==> src/rtl/core/qslerp_pkg.sv <==
package qslerp_pkg;

    localparam int FRAC_BITS        = 14;
    localparam int ONE              = 1 << FRAC_BITS;
    localparam int ANG_BITS         = 30;
    localparam int UP_SHIFT         = ANG_BITS - FRAC_BITS;
    localparam int CORDIC_STEPS_DEF = 16;
    localparam int COMP_W           = 16;
    localparam int FRAC_W           = FRAC_BITS + 1;
    localparam int CW               = 34;
    localparam int SQ_W             = 2 * FRAC_BITS + 2;
    localparam int SQ_STEPS         = FRAC_BITS + 1;
    localparam int DIV_STEPS        = FRAC_BITS + 1;
    localparam int REM_W            = 34;
    localparam int DEN_W            = 31;

    localparam logic [FRAC_W-1:0] NEAR_RESET = FRAC_W'(16382);
    localparam logic [FRAC_W-1:0] ONE_F      = FRAC_W'(ONE);

    typedef logic signed [CW-1:0] t_cw;
    typedef logic [SQ_W-1:0]      t_sq;
    typedef logic [REM_W-1:0]     t_rem;
    typedef logic [DEN_W-1:0]     t_den;
    typedef logic [DIV_STEPS-1:0] t_quo;

    localparam logic [31:0] ATAN_Q30 [32] = '{
        32'd843314857, 32'd497837829, 32'd263043837, 32'd133525159, 32'd67021687,
        32'd33543516, 32'd16775851, 32'd8388437, 32'd4194283, 32'd2097149,
        32'd1048576, 32'd524288, 32'd262144, 32'd131072, 32'd65536, 32'd32768,
        32'd16384, 32'd8192, 32'd4096, 32'd2048, 32'd1024, 32'd512, 32'd256,
        32'd128, 32'd64, 32'd32, 32'd16, 32'd8, 32'd4, 32'd2, 32'd1, 32'd0
    };

endpackage

==> src/rtl/core/qslerp_cordic_cell.sv <==
module qslerp_cordic_cell #(
    parameter int STEP   = 0,
    parameter bit VECTOR = 1'b0
) (
    input  logic            i_clk,
    input  logic            i_en,
    input  qslerp_pkg::t_cw i_x,
    input  qslerp_pkg::t_cw i_y,
    input  qslerp_pkg::t_cw i_z,
    output qslerp_pkg::t_cw o_x,
    output qslerp_pkg::t_cw o_y,
    output qslerp_pkg::t_cw o_z
);
    import qslerp_pkg::*;

    localparam t_cw ANG = $signed({2'b00, ATAN_Q30[STEP]});

    logic cw;
    t_cw  xs;
    t_cw  ys;
    t_cw  r_x;
    t_cw  r_y;
    t_cw  r_z;

    assign cw = VECTOR ? (i_y > 0) : (i_z < 0);
    assign xs = i_x >>> STEP;
    assign ys = i_y >>> STEP;

    always_ff @(posedge i_clk) begin
        if (i_en) begin
            if (cw) begin
                r_x <= i_x + ys;
                r_y <= i_y - xs;
                r_z <= i_z + ANG;
            end else begin
                r_x <= i_x - ys;
                r_y <= i_y + xs;
                r_z <= i_z - ANG;
            end
        end
    end

    assign o_x = r_x;
    assign o_y = r_y;
    assign o_z = r_z;

endmodule

==> config.mk <==
export PLATFORM = sky130hd
export DESIGN_NAME = qslerp_cordic_cell
export DESIGN_NICKNAME = d
export VERILOG_FILES = /design/src/rtl/core/qslerp_pkg.sv /design/src/rtl/core/qslerp_cordic_cell.sv
export SDC_FILE = /design/constraint.sdc
export NUM_CORES = 1
export LEC_CHECK = 0
export BUFFER_PORTS_ARGS = -buffer_cell sky130_fd_sc_hd__buf_4
export CAP_MARGIN = 20
export CORE_MARGIN = 10
export CORE_UTILIZATION = 62
export CTS_CLUSTER_DIAMETER = 30
export DETAILED_ROUTE_END_ITERATION = 16
export GPL_ROUTABILITY_DRIVEN = 0
export PLACE_DENSITY = 0.92
export SETUP_SLACK_MARGIN = 0.02
export SYNTH_ARGS = -nofsm -noshare
export SYNTH_HDL_FRONTEND = slang
export SYNTH_SLANG_ARGS = --single-unit
==> constraint.sdc <==
create_clock -name i_clk -period 8.9 [get_ports i_clk]
set_clock_uncertainty 0.2 [all_clocks]
set_input_delay 0.89 -clock i_clk [delete_from_list [all_inputs] [get_ports i_clk]]
set_output_delay 0.89 -clock i_clk [all_outputs]
set_load 0.05 [all_outputs]
==> results.md <==
* Leak at 0.00558 uW
* Total Wirelength at 32.0 mm
* Worst path bufs/invs at 2
* Die area at 22800 um^2
* Grt ovf at 0
* # rows at 47
* Starting Density at 63.7%
* Rel. slew slack at 21.3%
* Tcrit/Tclk final at 49.3%
* Wire length per cell at 19.4 um
* Port Buf Inserts at 205
* DRT iter0 DRCs at 1692
* # IOs at 206
* Most used cell, CP: buf_4
* Sequential area share after synthesis at 28.5%
* Synth Instances at 1257
* Ys async rst share at 0%
* DRT Pass-1 Iters at 7
* CTS sink count at 101
* Library cells used by synthesis at 75
* Setup violators final at 0
* Die height at 151 um
* Initial antenna violation count at 0
* CTS buffer count at 9
* Detail Route Antenna Nets at 0
* Worst vdd ir at 0.115 mV
* Area delta synth->final at 18.1%
* Fmax at 228 MHz
* Clock buffer depth at 2
* Max Cap Violations at 0
* Avg Cell Area, Syn at 8.46 um^2
* Fin nets at 1666
* CTS HTree Levels at 3
* DRC at 0
* Via count at 10593
* First-pass GRT wire length at 49.8 mm
* TNS Setup at 0 ns
* Clk slew on worst S/H paths at 0.07 ns
* Synth warn at 0
* Ant diodes at 0
* Width of the die at 151 um
* Post-CTS sizing at 0
* Root buffer cell: clkbuf_16
* Most common cell after layout, fill and taps aside: buf_4
* Crit-path max FO at 105
* Status: finished clean
* # hold bufs at CTS at 0
* WHS at 0.652 ns
* Worst setup EP type: flop
* Most frequent cells in the layout: 208 x buf_4, 158 x a21oi_1, 131 x ha_1
* Final Total Pwr at 2100 uW
* Final-report max-slew violation count at 0
* Util after Layout at 75.2%
* Synth Register Bits at 101
* Synthesized cell area at 10600 um^2
* Min Tclk post-route at 4.39 ns
* Net Count, Synth at 1496
* Largest net degree at the start of global routing at 106
* Power density cells at 167 nW/um^2
* CP arrival at 4.30 ns
* Crit-path max cell delay at 0.83 ns
* Number of global-route vias before repair at 10063
* Fraction of layout instances using a drive strength above 1 at 17.0%
* Kind of start point of the critical path: input pin
* Placed wire-length estimate at 25.0 mm
* Setup bufs post-CTS at 0
* Crit path max-delay family: compound AO/OA/AOI/OAI gates
* CP Class: in -> reg
* Critical path's slowest cell: buf_4
* Gr usage total at 26.8%
* TritonCTS clock tree: done
* Worst-margin pin slew at 1.18 ns
* Vias per cell at 6.41
* Post-synth top flop: edfxtp_1
* Post-synth EDFFs at 101
* Core box area at 16700 um^2
* Setup repair after global routing missed its margin: false
* Critical path cell sequence: buf_4 > buf_4 > ha_1 > a21o_1 > a31o_2 > a2111oi_2 > o31ai_1 > a21boi_0 > o21ai_0 > a21oi_1 > xnor2_1
* Final hold viol count at 0
* Required time of the critical path at 8.81 ns
* HP Class: in -> reg
Yosys cell counts (19+ instances only):
cell type  count  area share, %
a21o_1        37            2.6
inv_1        112            4.0
nor2_1       111            3.9
nor3_1        27            1.3
o21bai_1      22            1.6
xnor2_1       77            6.3
ha_1         131             15
clkbuf_1      29            1.0
a21oi_1      158            7.4
o21ai_0       80            3.8
nand4_1       21            1.2
nand2_1       77            2.7
edfxtp_1     101             29
nand3_1       19           0.89
routing by layer:
| metal | vias to the layer above | track usage, % | part of all wire (%) |
|---|---|---|---|
| met1 | 4730 | 33.1 | 37 |
| met2 | 788 | 44.2 | 46 |
| met4 | 0 | 13.2 | 5.1 |
| met3 | 186 | 4.95 | 12 |
| li1 | 4889 | - | - |
| met5 | - | 0 | 0 |
flip-flops by register name, indices dropped and copies added, names as in the netlist:
register,count
o_x,34
o_y,33
o_z,34
path summary, 6_finish.rpt:
check / from / end / slack (ns) / cells after the start
worst max-delay path: i_z[33] / o_z[26] / 4.51 / 11
worst min-delay path: i_z[0] / o_z[0] / 0.65 / 2
logic make-up after synthesis:
group / share of synthesized area (%)
AOI/OAI and AO/OA: 25.4
xor gates and xnor gates: 7.66
adders and majority gates: 16.2
buffers and inverters: 6.22
DFF: 28.5
muxes: 1.13
and+or+nand+nor: 14.9
where the power goes:
group	internal, uW	leakage [uW]	switching (uW)	total (uW)
logic	344	0.00446	701	1050
registers	633	0.000989	26.0	659
clock network	217	0.000139	177	394
total	1190	0.00558	905	2100
per-stage QoR:
stage / setup slack [ns] / std cells / cell area, um^2
4_1_cts: 4.57 / 1651 / 12500
2_1_floorplan: 4.35 / 1257 / 10600
3_5_place_dp: 4.19 / 1635 / 12300
3_3_place_gp: 4.30 / 1635 / 12300
5_1_grt: 4.27 / 1652 / 12600
6_report: 4.51 / 1652 / 12600
layout make-up:
class                      count  area [um^2]
clock buffer                  11          233
inverter                     117          439
sequential                   101         3030
tap                          220          275
fill                        1184         4140
multi-input combinational    989         6940
timing repair buffer         209         1590
clock inverter                 5         51.3
(Power assumes the default switching activity.)
