--- src/rtl/core/qslerp_pkg.sv ---
package qslerp_pkg;

    localparam int FRAC_BITS        = 14;
    localparam int ONE              = 1 << FRAC_BITS;
    localparam int ANG_BITS         = 30;
    localparam int UP_SHIFT         = ANG_BITS - FRAC_BITS;
    localparam int CORDIC_STEPS_DEF = 16;
    localparam int COMP_W           = 16;
    localparam int FRAC_W           = FRAC_BITS + 1;
    localparam int CW               = 34;
    localparam int SQ_W             = 2 * FRAC_BITS + 2;
    localparam int SQ_STEPS         = FRAC_BITS + 1;
    localparam int DIV_STEPS        = FRAC_BITS + 1;
    localparam int REM_W            = 34;
    localparam int DEN_W            = 31;

    localparam logic [FRAC_W-1:0] NEAR_RESET = FRAC_W'(16382);
    localparam logic [FRAC_W-1:0] ONE_F      = FRAC_W'(ONE);

    typedef logic signed [CW-1:0] t_cw;
    typedef logic [SQ_W-1:0]      t_sq;
    typedef logic [REM_W-1:0]     t_rem;
    typedef logic [DEN_W-1:0]     t_den;
    typedef logic [DIV_STEPS-1:0] t_quo;

    localparam logic [31:0] ATAN_Q30 [32] = '{
        32'd843314857, 32'd497837829, 32'd263043837, 32'd133525159, 32'd67021687,
        32'd33543516, 32'd16775851, 32'd8388437, 32'd4194283, 32'd2097149,
        32'd1048576, 32'd524288, 32'd262144, 32'd131072, 32'd65536, 32'd32768,
        32'd16384, 32'd8192, 32'd4096, 32'd2048, 32'd1024, 32'd512, 32'd256,
        32'd128, 32'd64, 32'd32, 32'd16, 32'd8, 32'd4, 32'd2, 32'd1, 32'd0
    };

endpackage

--- src/rtl/core/qslerp_div_cell.sv ---
module qslerp_div_cell #(
    parameter int QBIT = 0
) (
    input  logic             i_clk,
    input  logic             i_en,
    input  qslerp_pkg::t_rem i_rem,
    input  qslerp_pkg::t_den i_den,
    input  qslerp_pkg::t_quo i_q,
    output qslerp_pkg::t_rem o_rem,
    output qslerp_pkg::t_den o_den,
    output qslerp_pkg::t_quo o_q
);
    import qslerp_pkg::*;

    t_rem den_ext;
    t_rem rem_sub;
    logic ge;
    t_quo n_q;
    t_rem r_rem;
    t_den r_den;
    t_quo r_q;

    always_comb begin
        den_ext = REM_W'(i_den);
        ge      = (i_rem >= den_ext);
        rem_sub = ge ? (i_rem - den_ext) : i_rem;
        n_q       = i_q;
        n_q[QBIT] = ge;
    end

    always_ff @(posedge i_clk) begin
        if (i_en) begin
            r_rem <= {rem_sub[REM_W-2:0], 1'b0};
            r_den <= i_den;
            r_q   <= n_q;
        end
    end

    assign o_rem = r_rem;
    assign o_den = r_den;
    assign o_q   = r_q;

endmodule

--- config.mk ---
export PLATFORM = sky130hd
export DESIGN_NAME = qslerp_div_cell
export DESIGN_NICKNAME = d
export VERILOG_FILES = /design/src/rtl/core/qslerp_pkg.sv /design/src/rtl/core/qslerp_div_cell.sv
export SDC_FILE = /design/constraint.sdc
export NUM_CORES = 1
export LEC_CHECK = 0
export CORE_MARGIN = 5
export CORE_UTILIZATION = 58
export CTS_CLUSTER_DIAMETER = 80
export DETAILED_ROUTE_END_ITERATION = 8
export DONT_BUFFER_PORTS = 1
export GPL_ROUTABILITY_DRIVEN = 0
export GPL_TIMING_DRIVEN = 0
export HOLD_SLACK_MARGIN = 0.05
export PLACE_DENSITY_LB_ADDON = 0.25
export SLEW_MARGIN = 20
export SYNTH_ARGS = -nofsm -noshare
export SYNTH_HDL_FRONTEND = slang
export SYNTH_SLANG_ARGS = --single-unit
--- constraint.sdc ---
create_clock -name i_clk -period 2.9 [get_ports i_clk]
set_clock_uncertainty 0.05 [all_clocks]
set_input_delay 0.58 -clock i_clk [delete_from_list [all_inputs] [get_ports i_clk]]
set_output_delay 0.58 -clock i_clk [all_outputs]
set_load 0.05 [all_outputs]
==> summary.md <==
| Metric | Value |
|---|---|
| Slew Limit Fails | `0` |
| Routed Antenna Nets | `0` |
| Drt total wl | `11.0 mm` |
| Die Span X | `99.3 um` |
| Dpl ws | `-0.440 ns` |
| CP arrival | `2.88 ns` |
| DIE HEIGHT | `99.3 um` |
| Total of max-cap violations | `0` |
| Hold Startpoint | `i_q[5]` |
| Pre-antenna DRT Iters | `5` |
| Tot Pwr | `3540 uW` |
| First-pass GRT wire length | `16.6 mm` |
| Ys flop type | `edfxtp_1` |
| Synth warn | `0` |
| CP Class | `in -> reg` |
| Most frequent cells in the layout | `79 x edfxtp_1, 55 x a21oi_1, 43 x inv_1` |
| EDFF count, synth | `79` |
| Gr usage total | `0.213` |
| Final Cycle Share | `0.977` |
| DP Area | `0.00477 mm^2` |
| DPL Wire Length | `7.96 mm` |
| Synth unique cells | `51` |
| Root buffer cell | `clkbuf_8` |
| Via count | `3,400` |
| Hold-fix buffers, CTS | `0` |
| Final setup violation count | `0` |
| CP Launch Type | `primary input` |
| FFs w/ async S/R, synth | `0` |
| Setup_tns | `0 ns` |
| Total core area | `0.00777 mm^2` |
| Status | `finished, final reports clean` |
| Synth Instances | `432` |
| Sequential share of the synthesized area | `0.513` |
| Via/cell ratio | `6.16` |
| Drt wl/cell | `19.8 um` |
| Final Cell Area | `0.00507 mm^2` |
| Final Hold Viols | `0` |
| CP endpoint kind | `register` |
| Register area | `0.00237 mm^2` |
| Clock slew at reported path FFs | `0.09 ns` |
| Num CTS Buffers | `9` |
| Vias in the first global route | `3,342` |
| CP required | `2.94 ns` |
| Post-layout min period | `2.83 ns` |
| Num rows | `32` |
| TritonCTS clock tree | `done` |
| Area Overhead vs Synth | `9.60%` |
| Multi-input logic area | `0.00207 mm^2` |
| Max Clk Rate | `353 MHz` |
| Buffer depth of the longest clock path | `2` |
| P per Cell Area | `699 mW/mm^2` |
| Filler cells | `598` |
| Syn_area_per_cell | `10.7 um^2` |
| Total gr overflow | `0` |
| Detailed Route Iter0 Violations | `134` |
| Max IR drop VDD | `322 uV` |
| CP startpoint | `i_den[5]` |
| Worst hold path class | `in -> reg` |
| Worst-path fanout max | `5` |
| Final net count | `559` |
| Worst Tran Pin Value | `0.542 ns` |
| Syn_nets | `546` |
| Synthesized flop and latch total | `79` |
| # IOs | `162` |
| Largest net degree at the start of global routing | `80` |
| Port bufs | `0` |
| Final Util | `0.653` |
| Initial Util | `0.596` |
| Initial antenna violation count | `0` |
| Headroom to the max-slew limit | `0.635` |
| H-tree levels | `3` |
| Area of the mapped netlist | `0.00463 mm^2` |
| Share of layout cells above drive strength 1 | `0.109` |
| CTS sink cnt | `79` |
| DRC errors left | `0` |
| Final setup margin | `0.0680 ns` |
| Die ar. | `0.00986 mm^2` |
| Commonest non-fill, non-tap cell in the layout | `edfxtp_1` |
| ANT cells | `0` |
| Pleak | `0.00206 uW` |
==> cells by family (layout without fill, tap and decap cells) <==
group	Yosys count	after routing	synth area share
muxes	11	11	0.0262
buffers and inverters	59	77	0.0508
other	1	1	0.000811
adders and majority gates	32	32	0.0882
DFF	79	79	0.513
AOI/OAI and AO/OA	125	125	0.169
and+or+nand+nor	99	99	0.103
xor gates and xnor gates	26	26	0.0492
==> through the flow <==
stage                     cells  hold slack [ns]
final                       552            0.268
after global routing        552            0.235
after floorplan             432            0.629
after detailed placement    534            0.629
after global placement      534            0.629
after CTS                   551            0.255
==> critical path, cell delays in order <==
cell      delay, ns
inv_1          0.02
ha_1           0.37
and3_1         0.21
and3_1         0.22
a222oi_1       0.10
buf_4          0.17
o311ai_1       0.30
nand2_1        0.15
o31ai_2        0.33
a21oi_1        0.12
mux2_2         0.29
==> where the power goes <==
group          switching [uW]  internal (uW)
Combinational             329            249
Clock                     423            580
Sequential                519           1440
Total                    1270           2270
==> metal layers <==
metal / routed length, um / vias to the layer above / GRT usage
met2: 5270 / 168 / 0.342
met1: 4350 / 1608 / 0.258
met4: 169 / 0 / 0.0725
li1: - / 1606 / -
met3: 1160 / 18 / 0.0905
met5: 0 / - / 0
==> registers in the layout (all words and copies together), names as in the netlist <==
signal and cells:
o_den 31, o_rem 33, o_q 15
==> cells in the mapped netlist, types with 2 or more instances <==
cell type	n	area share
a211oi_1	2	0.0032
a21boi_0	2	0.0032
a21boi_1	2	0.0032
a21o_1	16	0.026
a21oi_1	55	0.060
a31oi_1	6	0.0081
and2_1	2	0.0027
and3_1	5	0.0068
buf_2	5	0.0054
buf_4	2	0.0032
clkbuf_1	9	0.0073
edfxtp_1	79	0.51
ha_1	31	0.084
inv_1	43	0.035
mux2_2	9	0.022
mux2i_1	2	0.0043
nand2_1	20	0.016
nand2b_1	2	0.0027
nand3_1	6	0.0065
nand4_1	6	0.0081
nand4b_1	2	0.0038
nor2_1	39	0.032
nor2b_1	4	0.0054
nor3_1	6	0.0065
nor3b_1	3	0.0049
o211ai_1	3	0.0049
o21a_1	2	0.0032
o21ai_0	15	0.016
o21bai_1	4	0.0065
o221a_2	2	0.0049
o22ai_1	2	0.0027
o311ai_1	2	0.0038
o31ai_1	2	0.0032
xnor2_1	16	0.030
xor2_1	10	0.019
==> layout make-up <==
type,instances,area share
clock buffer,10,0.0252
buffer,15,0.0143
inverter,43,0.0318
timing repair buffer,3,0.00444
tap,102,0.0252
multi-input combinational,294,0.408
clock inverter,6,0.0230
sequential,79,0.468
==> what timing repair did <==
| item | in CTS | in global routing |
|---|---|---|
| pin swaps | 3 | 3 |
| setup endpoints to repair | 30 | 32 |
| gates resized for setup | 1 | 10 |
| setup buffers | 2 | 1 |
==> worst paths after layout <==
path                         endpoint  cells after the start
hold / removal       o_q[5]$_DFFE_PP_                      0
setup / recovery  o_rem[32]$_DFFE_PP_                     11
Power figures use the tool's default switching activity.
