<file path="config.mk">
export PLATFORM = sky130hd
export DESIGN_NAME = qslerp_sqrt_cell
export DESIGN_NICKNAME = d
export VERILOG_FILES = /design/src/rtl/core/qslerp_pkg.sv /design/src/rtl/core/qslerp_sqrt_cell.sv
export SDC_FILE = /design/constraint.sdc
export NUM_CORES = 1
export LEC_CHECK = 0
export ABC_AREA = 1
export BUFFER_PORTS_ARGS = -buffer_cell sky130_fd_sc_hd__buf_4
export CAP_MARGIN = 40
export CELL_PAD_IN_SITES_DETAIL_PLACEMENT = 1
export CELL_PAD_IN_SITES_GLOBAL_PLACEMENT = 1
export CORE_MARGIN = 3
export CORE_UTILIZATION = 36
export DETAILED_ROUTE_END_ITERATION = 8
export PLACE_DENSITY = 0.77
export SLEW_MARGIN = 20
export SYNTH_ARGS = -nofsm -noshare
export SYNTH_HDL_FRONTEND = slang
export SYNTH_SLANG_ARGS = --single-unit
</file>
<file path="constraint.sdc">
create_clock -name i_clk -period 3.14 [get_ports i_clk]
set_input_delay 0.628 -clock i_clk [delete_from_list [all_inputs] [get_ports i_clk]]
set_output_delay 0.628 -clock i_clk [all_outputs]
set_load 0.005 [all_outputs]
</file>
<file path="src/rtl/core/qslerp_pkg.sv">
package qslerp_pkg;

    localparam int FRAC_BITS        = 14;
    localparam int ONE              = 1 << FRAC_BITS;
    localparam int ANG_BITS         = 30;
    localparam int UP_SHIFT         = ANG_BITS - FRAC_BITS;
    localparam int CORDIC_STEPS_DEF = 16;
    localparam int COMP_W           = 16;
    localparam int FRAC_W           = FRAC_BITS + 1;
    localparam int CW               = 34;
    localparam int SQ_W             = 2 * FRAC_BITS + 2;
    localparam int SQ_STEPS         = FRAC_BITS + 1;
    localparam int DIV_STEPS        = FRAC_BITS + 1;
    localparam int REM_W            = 34;
    localparam int DEN_W            = 31;

    localparam logic [FRAC_W-1:0] NEAR_RESET = FRAC_W'(16382);
    localparam logic [FRAC_W-1:0] ONE_F      = FRAC_W'(ONE);

    typedef logic signed [CW-1:0] t_cw;
    typedef logic [SQ_W-1:0]      t_sq;
    typedef logic [REM_W-1:0]     t_rem;
    typedef logic [DEN_W-1:0]     t_den;
    typedef logic [DIV_STEPS-1:0] t_quo;

    localparam logic [31:0] ATAN_Q30 [32] = '{
        32'd843314857, 32'd497837829, 32'd263043837, 32'd133525159, 32'd67021687,
        32'd33543516, 32'd16775851, 32'd8388437, 32'd4194283, 32'd2097149,
        32'd1048576, 32'd524288, 32'd262144, 32'd131072, 32'd65536, 32'd32768,
        32'd16384, 32'd8192, 32'd4096, 32'd2048, 32'd1024, 32'd512, 32'd256,
        32'd128, 32'd64, 32'd32, 32'd16, 32'd8, 32'd4, 32'd2, 32'd1, 32'd0
    };

endpackage

</file>
<file path="src/rtl/core/qslerp_sqrt_cell.sv">
module qslerp_sqrt_cell #(
    parameter int POS = 0
) (
    input  logic            i_clk,
    input  logic            i_en,
    input  qslerp_pkg::t_sq i_v,
    input  qslerp_pkg::t_sq i_res,
    output qslerp_pkg::t_sq o_v,
    output qslerp_pkg::t_sq o_res
);
    import qslerp_pkg::*;

    localparam t_sq BIT_VAL = t_sq'(1) << (2 * POS);

    t_sq trial;
    t_sq r_v;
    t_sq r_res;
    t_sq n_v;
    t_sq n_res;

    always_comb begin
        trial = i_res + BIT_VAL;
        if (i_v >= trial) begin
            n_v   = i_v - trial;
            n_res = (i_res >> 1) + BIT_VAL;
        end else begin
            n_v   = i_v;
            n_res = i_res >> 1;
        end
    end

    always_ff @(posedge i_clk) begin
        if (i_en) begin
            r_v   <= n_v;
            r_res <= n_res;
        end
    end

    assign o_v   = r_v;
    assign o_res = r_res;

endmodule

</file>
==> impl_results.md <==
* Status: finished with violations
* Failing checks: negative setup slack
* TritonCTS clock tree: yes
* Number of slew-limit violations in the final report at 0
* Most Frequent Cell on Critical Path: nand2_1
* Root buffer cell: clkbuf_16
* RSZ-0062 raised after global routing: yes
* Final weighted congestion in routability-driven placement at 0.950
* Diode count at 0
* Wire length of the first global-routing pass at about 44000 um
* Count of flip-flops with a built-in enable after synthesis at 60
* Die boundary height at 136 um
* DR iter-0 viols at about 710
* Warning count from the yosys run at 0
* Logic depth of the worst setup path including buffers at 24
* Remaining routing DRC violations at 0
* Worst Tran Pin Value at 554 ps
* Via-to-Cell Ratio at between 5 and 6
* Category of the worst setup path capture point: flip-flop
* Core Rows at 47
* Class of the most critical setup path: input pin to flip-flop
* Pin count of the biggest net entering global routing at 61
* Number of endpoints failing setup at the final stage at 60
* Clock Pin Slew Worst Setup and Hold Paths at 60 ps
* Routed via count at 8237
* Pwr Total at around 3.8 mW
* Routed len/inst at roughly 22 um
* Cells along the critical path: buf_6, buf_4, nand2_1, nor2_1, nand2_1, nor2_1, buf_4, buf_4, xor2_1, ha_1, nand2_1, inv_2, nand2_1, inv_2, nand2_1, inv_2, nand2_1, nor2_2, nor2_2, nand2_4, inv_2, buf_12, nand2_1, nand2_1
* Maximum level of the CTS H-tree at 3
* Met3 Wirelength at 2160 um
* Average size of a mapped cell at roughly 6.4 sq um
* Top layer reached by signal wires: met4
* Buffers plus inverters on the worst setup path at 9
* Type of origin of the critical path: input pin
* Floorplan die area at ~19000 sq um
* Worst endpoint data arrival time at about 3700 ps
* Cell area power density at roughly 370 nW/um^2
* Proportion of synthesized flip-flops having asynchronous set or reset at 0%
* Number of synthesized register bits at 60
* Portion of synthesized cell area occupied by the leading cell type at between 20% and 30%
* Leading area contributor after synthesis: edfxtp_1
* Part of the Yosys area used for sequential elements at a little under 30%
* Number of failing hold endpoints at the final stage at 0
* Synth top area cells: edfxtp_1 29%, nand2_1 24%, inv_1 9.9%, xor2_1 8.2%, ha_1 6.5%
* IO Pins at about 120
* Detailed Routing Iterations Pass 1 at 5
* Final std cell area, no fill at ~10000 sq um
* Primary FF master, synth: edfxtp_1
* Bufs on Longest Clock Path at 2
* Final total negative setup slack at -17110 ps
* Vias in the first global route at between 8000 and 9000
* Max-cap viol count at 0
* Final wirelength at roughly 33000 um
* Count of placed standard cells in the final layout, fillers left out at approximately 1500
* Worst IR Drop VDD at 0.318 mV
* Required arrival time at the worst endpoint at approximately 3400 ps
* Placed wire-length estimate at approximately 21000 um
* Layout-stage area growth over the synthesis result at 66.8%
* Initial cell density of the core at between 30% and 40%
* Detail Route Antenna Nets at 0
* Largest fanout of any net on the critical path at 16
* Fraction of final layout cells with drive strength greater than 1 at 41.1%
* Horiz. Die Dim at 136 um
* Leftover overflow at the end of global routing at 0
* Cells after DPL at around 1500
* Hold Path Class: input pin to flip-flop
* Family of cells with the greatest summed delay on the critical path: simple AND/OR/NAND/NOR gates
* Hold slack final at around 550 ps
* Leakage power at between 5 and 6 nW
* Max stage delay on crit path at about 320 ps
* Slew Limit Headroom at between 60% and 70%
* Final net count at roughly 1400
* TritonCTS Buffers at 9
* Minimum clock period after layout at approximately 3500 ps
* Cells after synthesis at roughly 950
* Critical-path cell with the highest stage delay: ha_1
* WL met1 at about 13000 um
* Count of port buffers added during placement at 121
* Placeable core region at between 15000 and 20000 sq um
* Cell area after synthesis at 6120 sq um
* Syn nets at about 1000
* Overall routing resource usage at between 30% and 40%
* Cell area after placement at a little under 9000 sq um
* Maximum frequency from static timing analysis at ~290 MHz
* Number of distinct library cells after synthesis at 31
* Cell depth of the worst hold path at 3
* Met2 WL post-DR at ~16000 um
* Worst Setup Slack, final at -331 ps
* TritonCTS sink count at 60
* Antenna violations before repair at 0
* Share of the clock period used by the worst path after layout at 111%
==> final cells by class <==
| cell class | count | area [sq um] |
|---|---|---|
| Multi-Input combinational cell | 710 | 4320 |
| Inverter | 169 | 634 |
| Clock buffer | 9 | 225 |
| Tap cell | 220 | 275 |
| Fill cell | 2132 | 6380 |
| Timing Repair Buffer | 358 | 2870 |
| Clock inverter | 6 | 80.1 |
| Sequential cell | 60 | 1800 |
==> final timing paths <==
check / start / end
setup / recovery: i_res[2] / o_v[22]$_DFFE_PP_
hold / removal: i_v[4] / o_v[4]$_DFFE_PP_
==> metrics by stage <==
step                      worst slack, ps  util, %
after CTS                           -36.6     58.7
after global placement               -576     52.6
after floorplan                     -48.3        -
final                                -331     61.5
after global routing                 -440     61.5
after detailed placement             -672     52.6
==> flip-flops by register name (all words and copies together), names as in the netlist <==
signal  flops
o_res      30
o_v        30
==> metal layers <==
| metal | GRT usage [%] | up-vias |
|---|---|---|
| li1 | - | 3655 |
| met2 | 53.6 | 418 |
| met1 | 37.3 | 4051 |
| met5 | 0 | - |
| met4 | 15.3 | 0 |
| met3 | 5.14 | 113 |
==> where the power goes <==
group / internal [mW] / switching [mW]
clock network: 0.684 / 0.439
registers: 1.02 / 0.0411
logic: 0.691 / 0.879
==> cell usage after synthesis, types with 2 or more instances <==
cell and instances:
inv_1 161, nor2_2 6, buf_6 5, buf_8 2, xor2_1 57, nand3b_1 4
o21ai_1 8, buf_2 3, inv_2 8, xnor2_1 5, ha_1 32, a21oi_1 15
o21ai_0 20, nand3_1 45, nor3_1 14, nand4_1 13, nor3_2 3, nand3_2 9
edfxtp_1 60, nor2_1 71, nand2_1 397, nand2_2 4
==> logic make-up after synthesis <==
| kind of cell | count (synthesis) | synth area share (%) |
|---|---|---|
| XOR/XNOR | 62 | 8.88 |
| adder cells (fa/ha/maj) | 33 | 6.87 |
| AO/OA/AOI/OAI | 44 | 3.64 |
| AND/OR/NAND/NOR | 571 | 39.0 |
| flip-flops | 60 | 29.5 |
| buffers and inverters | 181 | 12.2 |
==> placed cells by master, fill, tap and decap left out, drive strengths merged <==
master | netlist | final
xor2 | 57 | 57
and2 | 1 | 1
buf | 10 | 357
ha | 32 | 32
and3 | 1 | 1
nor4 | 1 | 1
nor3 | 17 | 17
nand2 | 402 | 402
o21bai | 1 | 1
a21oi | 15 | 15
nor3b | 1 | 1
inv | 169 | 169
nor2 | 77 | 77
nand3b | 4 | 4
nand4 | 13 | 13
xnor2 | 5 | 5
clkinvlp | 0 | 1
nand3 | 54 | 54
o21ai | 28 | 28
fa | 1 | 1
clkinv | 0 | 3
edfxtp | 60 | 60
clkbuf | 2 | 10
bufinv | 0 | 2
==> what timing repair did <==
item | 4_1_cts | 5_1_grt
cloned | 1 | 1
endpoints found under the setup margin | 60 | 60
hold buffers | 0 | 0
buffers inserted | 36 | 14
pin swaps | 42 | 34
resized for setup | 100 | 81
(Power assumes the default switching activity.)
